File: src/design/rla_pkg.sv
// rla_pkg: shared types and constants of the receive line assembler.
// Used by rla_front, rla_back and rx_line_assembler_top. No dependencies.

package rla_pkg;

  // Default line store size in bytes (one bank)
  localparam int BUF_BYTES_DEF = 64;

  // Line terminators
  localparam logic [7:0] CHR_CR = 8'h0D;
  localparam logic [7:0] CHR_LF = 8'h0A;

  // Field widths of the stream beats
  localparam int FUNC_W    = 2;
  localparam int BYTE_W    = 8;
  localparam int EVENT_W   = 3;
  localparam int OUT_LEN_W = 6;
  localparam int S_DATA_W  = 8;
  localparam int M_DATA_W  = 16;

  // Input item kind
  typedef enum logic [FUNC_W-1:0] {
    FN_BYTE  = 2'd0,
    FN_TAKE  = 2'd1,
    FN_CLEAR = 2'd2
  } func_t;

  // Result event codes
  typedef enum logic [EVENT_W-1:0] {
    EV_STORED    = 3'd0,
    EV_HELD      = 3'd1,
    EV_DROPPED   = 3'd2,
    EV_EMPTY     = 3'd3,
    EV_LINE_BYTE = 3'd4,
    EV_NONE      = 3'd5,
    EV_CLEARED   = 3'd6,
    EV_IGNORED   = 3'd7
  } event_t;

  // Back end sequencer states
  typedef enum logic [1:0] {
    BK_IDLE,
    BK_READ,
    BK_DATA
  } back_state_t;

endpackage

File: src/design/rla_ram.sv
// rla_ram: generic single-write, single-read RAM with registered read data.
// No dependencies.

module rla_ram #(
  parameter int WIDTH = 8,
  parameter int DEPTH = 128
) (
  input  logic                     clk,
  input  logic                     we,
  input  logic [$clog2(DEPTH)-1:0] waddr,
  input  logic [WIDTH-1:0]         wdata,
  input  logic                     re,
  input  logic [$clog2(DEPTH)-1:0] raddr,
  output logic [WIDTH-1:0]         rdata
);

  logic [WIDTH-1:0] mem [DEPTH];

  // Write port
  always_ff @(posedge clk) begin
    if (we) begin
      mem[waddr] <= wdata;
    end
  end

  // Registered read, holds when not enabled
  always_ff @(posedge clk) begin
    if (re) begin
      rdata <= mem[raddr];
    end
  end

endmodule

File: src/design/rla_cmd_queue.sv
// rla_cmd_queue: two-entry command queue between front and back end.
// No dependencies.

module rla_cmd_queue #(
  parameter int WIDTH = 16
) (
  input  logic             clk,
  input  logic             rst,
  input  logic             push,
  input  logic [WIDTH-1:0] push_data,
  output logic             full,
  input  logic             pop,
  output logic             not_empty,
  output logic [WIDTH-1:0] pop_data
);

  logic [WIDTH-1:0] entry [2];
  logic             wr_ptr;
  logic             rd_ptr;
  logic [1:0]       count;

  assign full      = (count == 2'd2);
  assign not_empty = (count != 2'd0);
  assign pop_data  = entry[rd_ptr];

  // Entry storage
  always_ff @(posedge clk) begin
    if (push) begin
      entry[wr_ptr] <= push_data;
    end
  end

  // Pointers and occupancy
  always_ff @(posedge clk) begin
    if (rst) begin
      wr_ptr <= 1'b0;
      rd_ptr <= 1'b0;
      count  <= 2'd0;
    end else begin
      if (push) begin
        wr_ptr <= ~wr_ptr;
      end
      if (pop) begin
        rd_ptr <= ~rd_ptr;
      end
      unique case ({push, pop})
        2'b10:   count <= count + 2'd1;
        2'b01:   count <= count - 2'd1;
        default: count <= count;
      endcase
    end
  end

endmodule

File: src/design/rla_front.sv
// rla_front: accepts items, assembles bytes into the line RAM and classifies
// each item into a command for the back end. Depends on rla_pkg.

module rla_front
  import rla_pkg::*;
#(
  parameter int BUF_BYTES = BUF_BYTES_DEF
) (
  input  logic                            clk,
  input  logic                            rst,
  // input items
  input  logic                            in_valid,
  output logic                            in_ready,
  input  logic [FUNC_W-1:0]               in_func,
  input  logic [BYTE_W-1:0]               in_byte,
  // configuration
  input  logic                            cfg_we,
  input  logic                            cfg_wdata,
  // line RAM write port
  output logic                            ram_we,
  output logic [$clog2(BUF_BYTES):0]      ram_waddr,
  output logic [BYTE_W-1:0]               ram_wdata,
  // command queue
  output logic                            cmd_push,
  output logic [$clog2(BUF_BYTES)+4:0]    cmd_data,
  input  logic                            cmd_full,
  // back end finished streaming a held line
  input  logic                            stream_done
);

  localparam int PTR_W = $clog2(BUF_BYTES);
  localparam logic [PTR_W-1:0] FILL_LIMIT = PTR_W'(BUF_BYTES - 1);

  logic             rx_enable;
  logic [PTR_W-1:0] fill;
  logic [PTR_W-1:0] fill_next;
  logic             bank;
  logic             bank_next;
  logic             held_valid;
  logic             held_valid_next;
  logic             held_bank;
  logic             held_bank_next;
  logic [PTR_W-1:0] held_len;
  logic [PTR_W-1:0] held_len_next;
  logic             line_busy;
  logic             line_busy_next;

  logic             accept;
  logic             term;
  logic [PTR_W-1:0] fill_inc;
  logic             line_end;
  logic             cmd_is_line;
  logic             cmd_bank;
  logic [PTR_W-1:0] cmd_len;
  event_t           cmd_ev;

  // No new item while a held line is being streamed out
  assign in_ready = !cmd_full && !line_busy;
  assign accept   = in_valid && in_ready;

  assign term     = (in_byte == CHR_CR) || (in_byte == CHR_LF);
  assign fill_inc = fill + PTR_W'(1);
  assign line_end = term || (fill_inc == FILL_LIMIT);

  assign ram_waddr = {bank, fill};
  assign ram_wdata = in_byte;
  assign cmd_push  = accept;
  assign cmd_data  = {cmd_is_line, cmd_bank, cmd_len, cmd_ev};

  // Item classification and assembler update
  always_comb begin
    fill_next       = fill;
    bank_next       = bank;
    held_valid_next = held_valid;
    held_bank_next  = held_bank;
    held_len_next   = held_len;
    line_busy_next  = line_busy;
    ram_we          = 1'b0;
    cmd_is_line     = 1'b0;
    cmd_bank        = 1'b0;
    cmd_len         = '0;
    cmd_ev          = EV_IGNORED;

    if (stream_done) begin
      line_busy_next = 1'b0;
    end

    if (accept) begin
      unique case (func_t'(in_func))
        FN_BYTE: begin
          if (rx_enable) begin
            ram_we = 1'b1;
            if (line_end) begin
              fill_next = '0;
              if (fill_inc > PTR_W'(1) || !term) begin
                if (!held_valid) begin
                  // hand the bank over to the hold, assemble in the other
                  held_valid_next = 1'b1;
                  held_bank_next  = bank;
                  held_len_next   = term ? fill : fill_inc;
                  bank_next       = ~bank;
                  cmd_ev          = EV_HELD;
                  cmd_len         = term ? fill : fill_inc;
                end else begin
                  cmd_ev = EV_DROPPED;
                end
              end else begin
                cmd_ev = EV_EMPTY;
              end
            end else begin
              fill_next = fill_inc;
              cmd_ev    = EV_STORED;
            end
          end
        end
        FN_TAKE: begin
          if (held_valid) begin
            cmd_is_line     = 1'b1;
            cmd_bank        = held_bank;
            cmd_len         = held_len;
            cmd_ev          = EV_LINE_BYTE;
            held_valid_next = 1'b0;
            line_busy_next  = 1'b1;
          end else begin
            cmd_ev = EV_NONE;
          end
        end
        FN_CLEAR: begin
          fill_next       = '0;
          held_valid_next = 1'b0;
          cmd_ev          = EV_CLEARED;
        end
        default: cmd_ev = EV_IGNORED;
      endcase
    end
  end

  // State registers
  always_ff @(posedge clk) begin
    if (rst) begin
      rx_enable  <= 1'b0;
      fill       <= '0;
      bank       <= 1'b0;
      held_valid <= 1'b0;
      held_bank  <= 1'b0;
      held_len   <= '0;
      line_busy  <= 1'b0;
    end else begin
      if (cfg_we) begin
        rx_enable <= cfg_wdata;
      end
      fill       <= fill_next;
      bank       <= bank_next;
      held_valid <= held_valid_next;
      held_bank  <= held_bank_next;
      held_len   <= held_len_next;
      line_busy  <= line_busy_next;
    end
  end

endmodule

File: src/design/rla_back.sv
// rla_back: pops commands and drives the result register; streams a held
// line out of the line RAM byte by byte, each a read then a result load. Depends on rla_pkg.

module rla_back
  import rla_pkg::*;
#(
  parameter int BUF_BYTES = BUF_BYTES_DEF
) (
  input  logic                            clk,
  input  logic                            rst,
  // command queue
  input  logic                            cmd_valid,
  input  logic [$clog2(BUF_BYTES)+4:0]    cmd_data,
  output logic                            cmd_pop,
  // line RAM read port
  output logic                            ram_re,
  output logic [$clog2(BUF_BYTES):0]      ram_raddr,
  input  logic [BYTE_W-1:0]               ram_rdata,
  // result stream
  output logic                            out_valid,
  input  logic                            out_ready,
  output logic [EVENT_W-1:0]              out_event,
  output logic [BYTE_W-1:0]               out_byte,
  output logic [OUT_LEN_W-1:0]            out_len,
  output logic                            out_last,
  // last byte of a held line loaded
  output logic                            stream_done
);

  localparam int PTR_W = $clog2(BUF_BYTES);

  back_state_t      state;
  back_state_t      state_next;
  logic             bank;
  logic             bank_next;
  logic [PTR_W-1:0] len;
  logic [PTR_W-1:0] len_next;
  logic [PTR_W-1:0] idx;
  logic [PTR_W-1:0] idx_next;

  logic             c_is_line;
  logic             c_bank;
  logic [PTR_W-1:0] c_len;
  logic [EVENT_W-1:0] c_ev;

  logic             out_free;
  logic             load;
  logic [EVENT_W-1:0]   load_event;
  logic [BYTE_W-1:0]    load_byte;
  logic [OUT_LEN_W-1:0] load_len;
  logic                 load_last;
  logic             idx_is_last;

  assign {c_is_line, c_bank, c_len, c_ev} = cmd_data;
  assign out_free    = !out_valid || out_ready;
  assign idx_is_last = ((idx + PTR_W'(1)) == len);
  assign ram_raddr   = {bank, idx};

  // Sequencer: next state and result load
  always_comb begin
    state_next  = state;
    bank_next   = bank;
    len_next    = len;
    idx_next    = idx;
    cmd_pop     = 1'b0;
    ram_re      = 1'b0;
    stream_done = 1'b0;
    load        = 1'b0;
    load_event  = EV_IGNORED;
    load_byte   = '0;
    load_len    = '0;
    load_last   = 1'b1;

    unique case (state)
      BK_IDLE: begin
        if (cmd_valid && out_free) begin
          cmd_pop = 1'b1;
          if (c_is_line) begin
            bank_next  = c_bank;
            len_next   = c_len;
            idx_next   = '0;
            state_next = BK_READ;
          end else begin
            load       = 1'b1;
            load_event = c_ev;
            load_len   = OUT_LEN_W'(c_len);
          end
        end
      end
      BK_READ: begin
        ram_re     = 1'b1;
        state_next = BK_DATA;
      end
      BK_DATA: begin
        if (out_free) begin
          load       = 1'b1;
          load_event = EV_LINE_BYTE;
          load_byte  = ram_rdata;
          load_len   = OUT_LEN_W'(len);
          load_last  = idx_is_last;
          if (idx_is_last) begin
            stream_done = 1'b1;
            state_next  = BK_IDLE;
          end else begin
            idx_next   = idx + PTR_W'(1);
            state_next = BK_READ;
          end
        end
      end
      default: state_next = BK_IDLE;
    endcase
  end

  // Sequencer registers
  always_ff @(posedge clk) begin
    if (rst) begin
      state <= BK_IDLE;
    end else begin
      state <= state_next;
    end
  end

  always_ff @(posedge clk) begin
    bank <= bank_next;
    len  <= len_next;
    idx  <= idx_next;
  end

  // Result register
  always_ff @(posedge clk) begin
    if (rst) begin
      out_valid <= 1'b0;
    end else if (load) begin
      out_valid <= 1'b1;
    end else if (out_ready) begin
      out_valid <= 1'b0;
    end
  end

  always_ff @(posedge clk) begin
    if (load) begin
      out_event <= load_event;
      out_byte  <= load_byte;
      out_len   <= load_len;
      out_last  <= load_last;
    end
  end

endmodule

File: src/design/rx_line_assembler_top.sv
// Receive line assembler: every item but a take of a held line gives one result beat
// via the command queue and result register; one such item per cycle unless the queue
// is full or results stall. A take of a held line of n bytes gives n beats (each a line
// RAM read, then a result register load); input is held off until the last is loaded.
// Reset (rst, synchronous) clears fill, hold and rx_enable; the line RAM is
// not cleared and needs no clearing pass. Depends on rla_pkg and submodules.

module rx_line_assembler_top
  import rla_pkg::*;
#(
  parameter int BUF_BYTES = BUF_BYTES_DEF
) (
  input  logic                clk,
  input  logic                rst,
  // input items
  input  logic                s_axis_tvalid,
  output logic                s_axis_tready,
  input  logic [S_DATA_W-1:0] s_axis_tdata,  // [7:0] rx_byte
  input  logic [FUNC_W-1:0]   s_axis_tuser,  // [1:0] func
  // result items
  output logic                m_axis_tvalid,
  input  logic                m_axis_tready,
  output logic [M_DATA_W-1:0] m_axis_tdata,  // [7:0] data_byte, [13:8] line_length,
                                             // rest zero
  output logic [EVENT_W-1:0]  m_axis_tuser,  // [2:0] event_res
  output logic                m_axis_tlast,  // last
  // rx_enable register
  input  logic                cfg_we,
  input  logic                cfg_wdata
);

  localparam int PTR_W  = $clog2(BUF_BYTES);
  localparam int ADDR_W = PTR_W + 1;
  localparam int CMD_W  = PTR_W + 5;

  logic                 ram_we;
  logic [ADDR_W-1:0]    ram_waddr;
  logic [BYTE_W-1:0]    ram_wdata;
  logic                 ram_re;
  logic [ADDR_W-1:0]    ram_raddr;
  logic [BYTE_W-1:0]    ram_rdata;
  logic                 cmd_push;
  logic [CMD_W-1:0]     cmd_push_data;
  logic                 cmd_full;
  logic                 cmd_pop;
  logic                 cmd_valid;
  logic [CMD_W-1:0]     cmd_pop_data;
  logic                 stream_done;
  logic [BYTE_W-1:0]    out_byte;
  logic [OUT_LEN_W-1:0] out_len;

  assign m_axis_tdata = {{(M_DATA_W - BYTE_W - OUT_LEN_W){1'b0}}, out_len, out_byte};

  // Front end: accept and classify
  rla_front #(
    .BUF_BYTES (BUF_BYTES)
  ) u_front (
    .clk         (clk),
    .rst         (rst),
    .in_valid    (s_axis_tvalid),
    .in_ready    (s_axis_tready),
    .in_func     (s_axis_tuser),
    .in_byte     (s_axis_tdata[BYTE_W-1:0]),
    .cfg_we      (cfg_we),
    .cfg_wdata   (cfg_wdata),
    .ram_we      (ram_we),
    .ram_waddr   (ram_waddr),
    .ram_wdata   (ram_wdata),
    .cmd_push    (cmd_push),
    .cmd_data    (cmd_push_data),
    .cmd_full    (cmd_full),
    .stream_done (stream_done)
  );

  // Two banks: one assembling, one holding a finished line
  rla_ram #(
    .WIDTH (BYTE_W),
    .DEPTH (2 << PTR_W)
  ) u_line_ram (
    .clk   (clk),
    .we    (ram_we),
    .waddr (ram_waddr),
    .wdata (ram_wdata),
    .re    (ram_re),
    .raddr (ram_raddr),
    .rdata (ram_rdata)
  );

  rla_cmd_queue #(
    .WIDTH (CMD_W)
  ) u_queue (
    .clk       (clk),
    .rst       (rst),
    .push      (cmd_push),
    .push_data (cmd_push_data),
    .full      (cmd_full),
    .pop       (cmd_pop),
    .not_empty (cmd_valid),
    .pop_data  (cmd_pop_data)
  );

  // Back end: results and line streaming
  rla_back #(
    .BUF_BYTES (BUF_BYTES)
  ) u_back (
    .clk         (clk),
    .rst         (rst),
    .cmd_valid   (cmd_valid),
    .cmd_data    (cmd_pop_data),
    .cmd_pop     (cmd_pop),
    .ram_re      (ram_re),
    .ram_raddr   (ram_raddr),
    .ram_rdata   (ram_rdata),
    .out_valid   (m_axis_tvalid),
    .out_ready   (m_axis_tready),
    .out_event   (m_axis_tuser),
    .out_byte    (out_byte),
    .out_len     (out_len),
    .out_last    (m_axis_tlast),
    .stream_done (stream_done)
  );

endmodule
File: config.mk
export PLATFORM = sky130hd
export DESIGN_NAME = rx_line_assembler_top
export DESIGN_NICKNAME = d
export VERILOG_FILES = /design/src/design/rla_pkg.sv /design/src/design/rla_ram.sv /design/src/design/rla_cmd_queue.sv /design/src/design/rla_front.sv /design/src/design/rla_back.sv /design/src/design/rx_line_assembler_top.sv
export SDC_FILE = /design/constraint.sdc
export NUM_CORES = 1
export LEC_CHECK = 0
export BUFFER_PORTS_ARGS = -buffer_cell sky130_fd_sc_hd__clkbuf_2
export CAP_MARGIN = 20
export CORE_ASPECT_RATIO = 2
export CORE_MARGIN = 1
export CORE_UTILIZATION = 30
export CTS_CLUSTER_SIZE = 25
export DETAILED_ROUTE_END_ITERATION = 10
export GPL_ROUTABILITY_DRIVEN = 0
export PLACE_DENSITY = 0.54
export SLEW_MARGIN = 40
export SYNTH_ARGS = -nofsm -noshare
export SYNTH_HDL_FRONTEND = slang
export SYNTH_SLANG_ARGS = --single-unit
File: constraint.sdc
create_clock -name clk -period 2.85 [get_ports clk]
set_input_delay 0.285 -clock clk [delete_from_list [all_inputs] [get_ports clk]]
set_output_delay 0.285 -clock clk [all_outputs]
set_load 0.01 [all_outputs]
==> run metrics <==
Tmin final=2.794 ns; Core Region=145400 sq um; Worst Skew=0.01673 ns; antenna viol nets, final=0; Cell Pwr Density=737.2 nW/um^2; WL/cell=25.74 um; CP Launch Type=register; Die Width=272.7 um; Mapped Cells=2581; final hold violation count=0; Synth cell types=59; Setup Slack @ Placement=-0.2749 ns; total grt overflow=0; post-CTS setup buffer count=0; Vias/cell=4.911; # rows=198; Sw Share=25.90%; CP Class=reg -> reg; met2 Track Usage GR=34.23%; cts bufs inserted=88; combinational fraction of design power=17.4%; Max FO, Critical Path=52; via count=23810; synth top area cells=edfxtp_1, mux2i_1, mux2_2; VDD IR max=0.0006875 V; share of cells above drive strength 1=23.11%; number of synthesized flops with an enable pin=1085; area delta synth->final=18.21%; Clock transition at path regs=0.07 ns; Die Ht=543.4 um; final worst slack=0.05553 ns; Worst slew margin=40.72%; GR Util met3=1.513%; fill count=13710; post-synthesis sequential area ratio=75.25%; GRT busiest layer=met2; Synth Register Bits=1110; vias in the first global route=24770; area of the multi-input gates=10340 sq um; port bufs=35; initial core utilization=30.23%; Tot GR Track Use=16.70%; P_leak=17.24 nW; DRC errors left=0; Total Power=38.31 mW; Clk network pwr share=34.5%; f_max=0.3579 GHz; Max Slew Vio Count=0; worst skew pair latency=0.65 ns; DRT iter0 DRCs=1708; Die Area=148200 sq um; Flop pwr share=48.1%; pin count of the biggest net entering global routing=129; unrepaired setup endpoints after global routing=false; cell taking the most area after synthesis=edfxtp_1; Top FF cell, synth=edfxtp_1; CP endpoint kind=register; H-tree levels=3; Hold Path Class=in -> reg; max-cap viol count=0; Reg area=33080 sq um; IO Pins=38; CTS tree=done; clk sinks=1110; worst slew pin tran=0.8893 ns; final WL=124800 um; top cell type's share of synthesized area=74.11%; clk root buf=clkbuf_16; met1 Track Usage GR=16.51%; DR pass1 iterations=5; Synth async-reset ratio=0%; worst path arrival time=3.19 ns; Avg Synthesized Cell Area=17.03 sq um; P_int=28.39 mW; Synth Warn #=0; Critical Path RT=3.24 ns; clk buf depth=3; Syn Std Cell Area=43960 sq um; period utilisation layout=98.05%; global-route wire length before repair=177200 um; switching power=9.922 mW; antenna violations before repair=2; Final setup viols=0; status=finished clean; DP HPWL=84470 um; Final nets=2899
## registers in the layout (all words and copies together) (netlist names), 2 cells and up, named ones only
signal,flops
u_queue.entry,22
u_front.fill,6
u_back.out_byte,8
u_front.held_len,6
u_line_ram.mem,1024
u_back.idx,6
u_back.state,2
u_line_ram.rdata,8
u_queue.count,2
u_back.len,6
u_back.out_event,3
u_back.out_len,6
## logic make-up after synthesis
| family | after synthesis | share of synthesized area (%) |
|---|---|---|
| adder cells (fa/ha/maj) | 9 | 0.2561 |
| AND/OR/NAND/NOR | 463 | 5.384 |
| multiplexers | 482 | 11.41 |
| XOR/XNOR | 19 | 0.3785 |
| flip-flops | 1110 | 75.25 |
| AO/OA/AOI/OAI | 336 | 5.746 |
| other | 1 | 0.008530 |
| buffers and inverters | 161 | 1.565 |
## final timing paths
path              cells past startpoint  slack (ns)                start                   to
setup / recovery                      8        0.06        u_back.idx[1]  u_line_ram.rdata[6]
setup reg to reg                      8        0.06        u_back.idx[1]  u_line_ram.rdata[6]
hold reg to reg                       2        0.49  u_front.held_len[0]  u_front.held_len[0]
hold / removal                        4        0.15      s_axis_tuser[1]   u_front.held_valid
## layer usage
layer / up-vias / share of wire (%)
li1: 10800 / -
met1: 12380 / 34
met2: 472 / 59
met3: 157 / 2.8
met4: 0 / 4.1
met5: - / 0
## cells in the final DEF, fill, tap and decap left out, drive strengths merged, types with 6 or more instances in the layout
cell      count
edfxtp     1085
mux2i       327
buf         325
nor2        162
mux2        155
clkbuf      135
a22o         85
nand2        65
o22ai        60
nor4         59
nor2b        57
a211oi       51
nand4        43
a22oi        39
a21oi        30
clkinv       30
o2bb2ai      28
dfxtp        25
o21ai        18
bufinv       16
nand3        16
and3         12
xnor2        11
inv          10
nor3         10
nand2b        9
ha            9
xor2          8
clkinvlp      7
and2          7
a32o          6
## through the flow
stage	area, sq um	instances	utilization (%)	setup TNS, ns	hold slack (ns)
after floorplan	43970	2582	-	0	0.3839
after global placement	48760	4681	33.53	-0.5484	0.4631
after detailed placement	48800	4681	33.56	-0.3119	0.4742
after CTS	51930	4847	35.71	-0.0003395	0.1081
after global routing	51970	4848	35.73	0	0.1667
final	51970	4849	35.74	0	0.1500
## timing repair
item,in CTS,in global routing
resized for setup,4,9
hold buffers,3,0
pin swaps,2,2
endpoints found under the hold margin,2,0
endpoints found under the setup margin,5,26
## synth_stat cells (all sizes together), types with 3 or more instances
cell / n
or2: 3
mux2: 155
nor2b: 57
a22o: 85
nand2: 65
and2: 7
clkbuf: 84
edfxtp: 1085
xnor2: 11
dfxtp: 25
buf: 69
o22ai: 60
ha: 9
a221o: 4
xor2: 8
nand4: 43
o21ai: 18
inv: 7
nor2: 162
a31oi: 4
or3: 3
and3: 12
a22oi: 39
nand2b: 9
a21oi: 30
nand3: 16
o2bb2ai: 28
a211oi: 51
nor4: 59
mux2i: 327
a32o: 6
or4: 3
and4: 5
nor3: 10
## power groups by stage
| stage | sequential, mW | clock (mW) | combinational (mW) |
|---|---|---|---|
| detailed placement | 18.8 | 0 | 6.69 |
| global placement | 18.8 | 0 | 6.68 |
| finish | 18.4 | 13.2 | 6.66 |
| floorplan | 18.7 | 0 | 3.61 |
| CTS | 18.4 | 13.5 | 6.73 |
| global route | 18.4 | 14.0 | 6.98 |
## worst max-delay path, stage by stage, from the launching register on
cell and delay, ns:
edfxtp_1 0.45, buf_12 0.23, buf_4 0.20, buf_12 0.29, mux2i_1 0.51, a21oi_1 0.14
and4_1 0.19, nand4_1 0.34, nand4_1 0.13
## final cells by class
type | count | share of cell area (%)
antenna | 2 | 0.009630
clock buffer | 108 | 4.603
clock inverter | 55 | 1.348
inverter | 8 | 0.05778
multi-input combinational | 1311 | 19.89
sequential | 1110 | 63.66
tap | 1900 | 4.574
timing repair buffer | 355 | 5.853
Note: power is estimated with default switching activity, not from simulation.
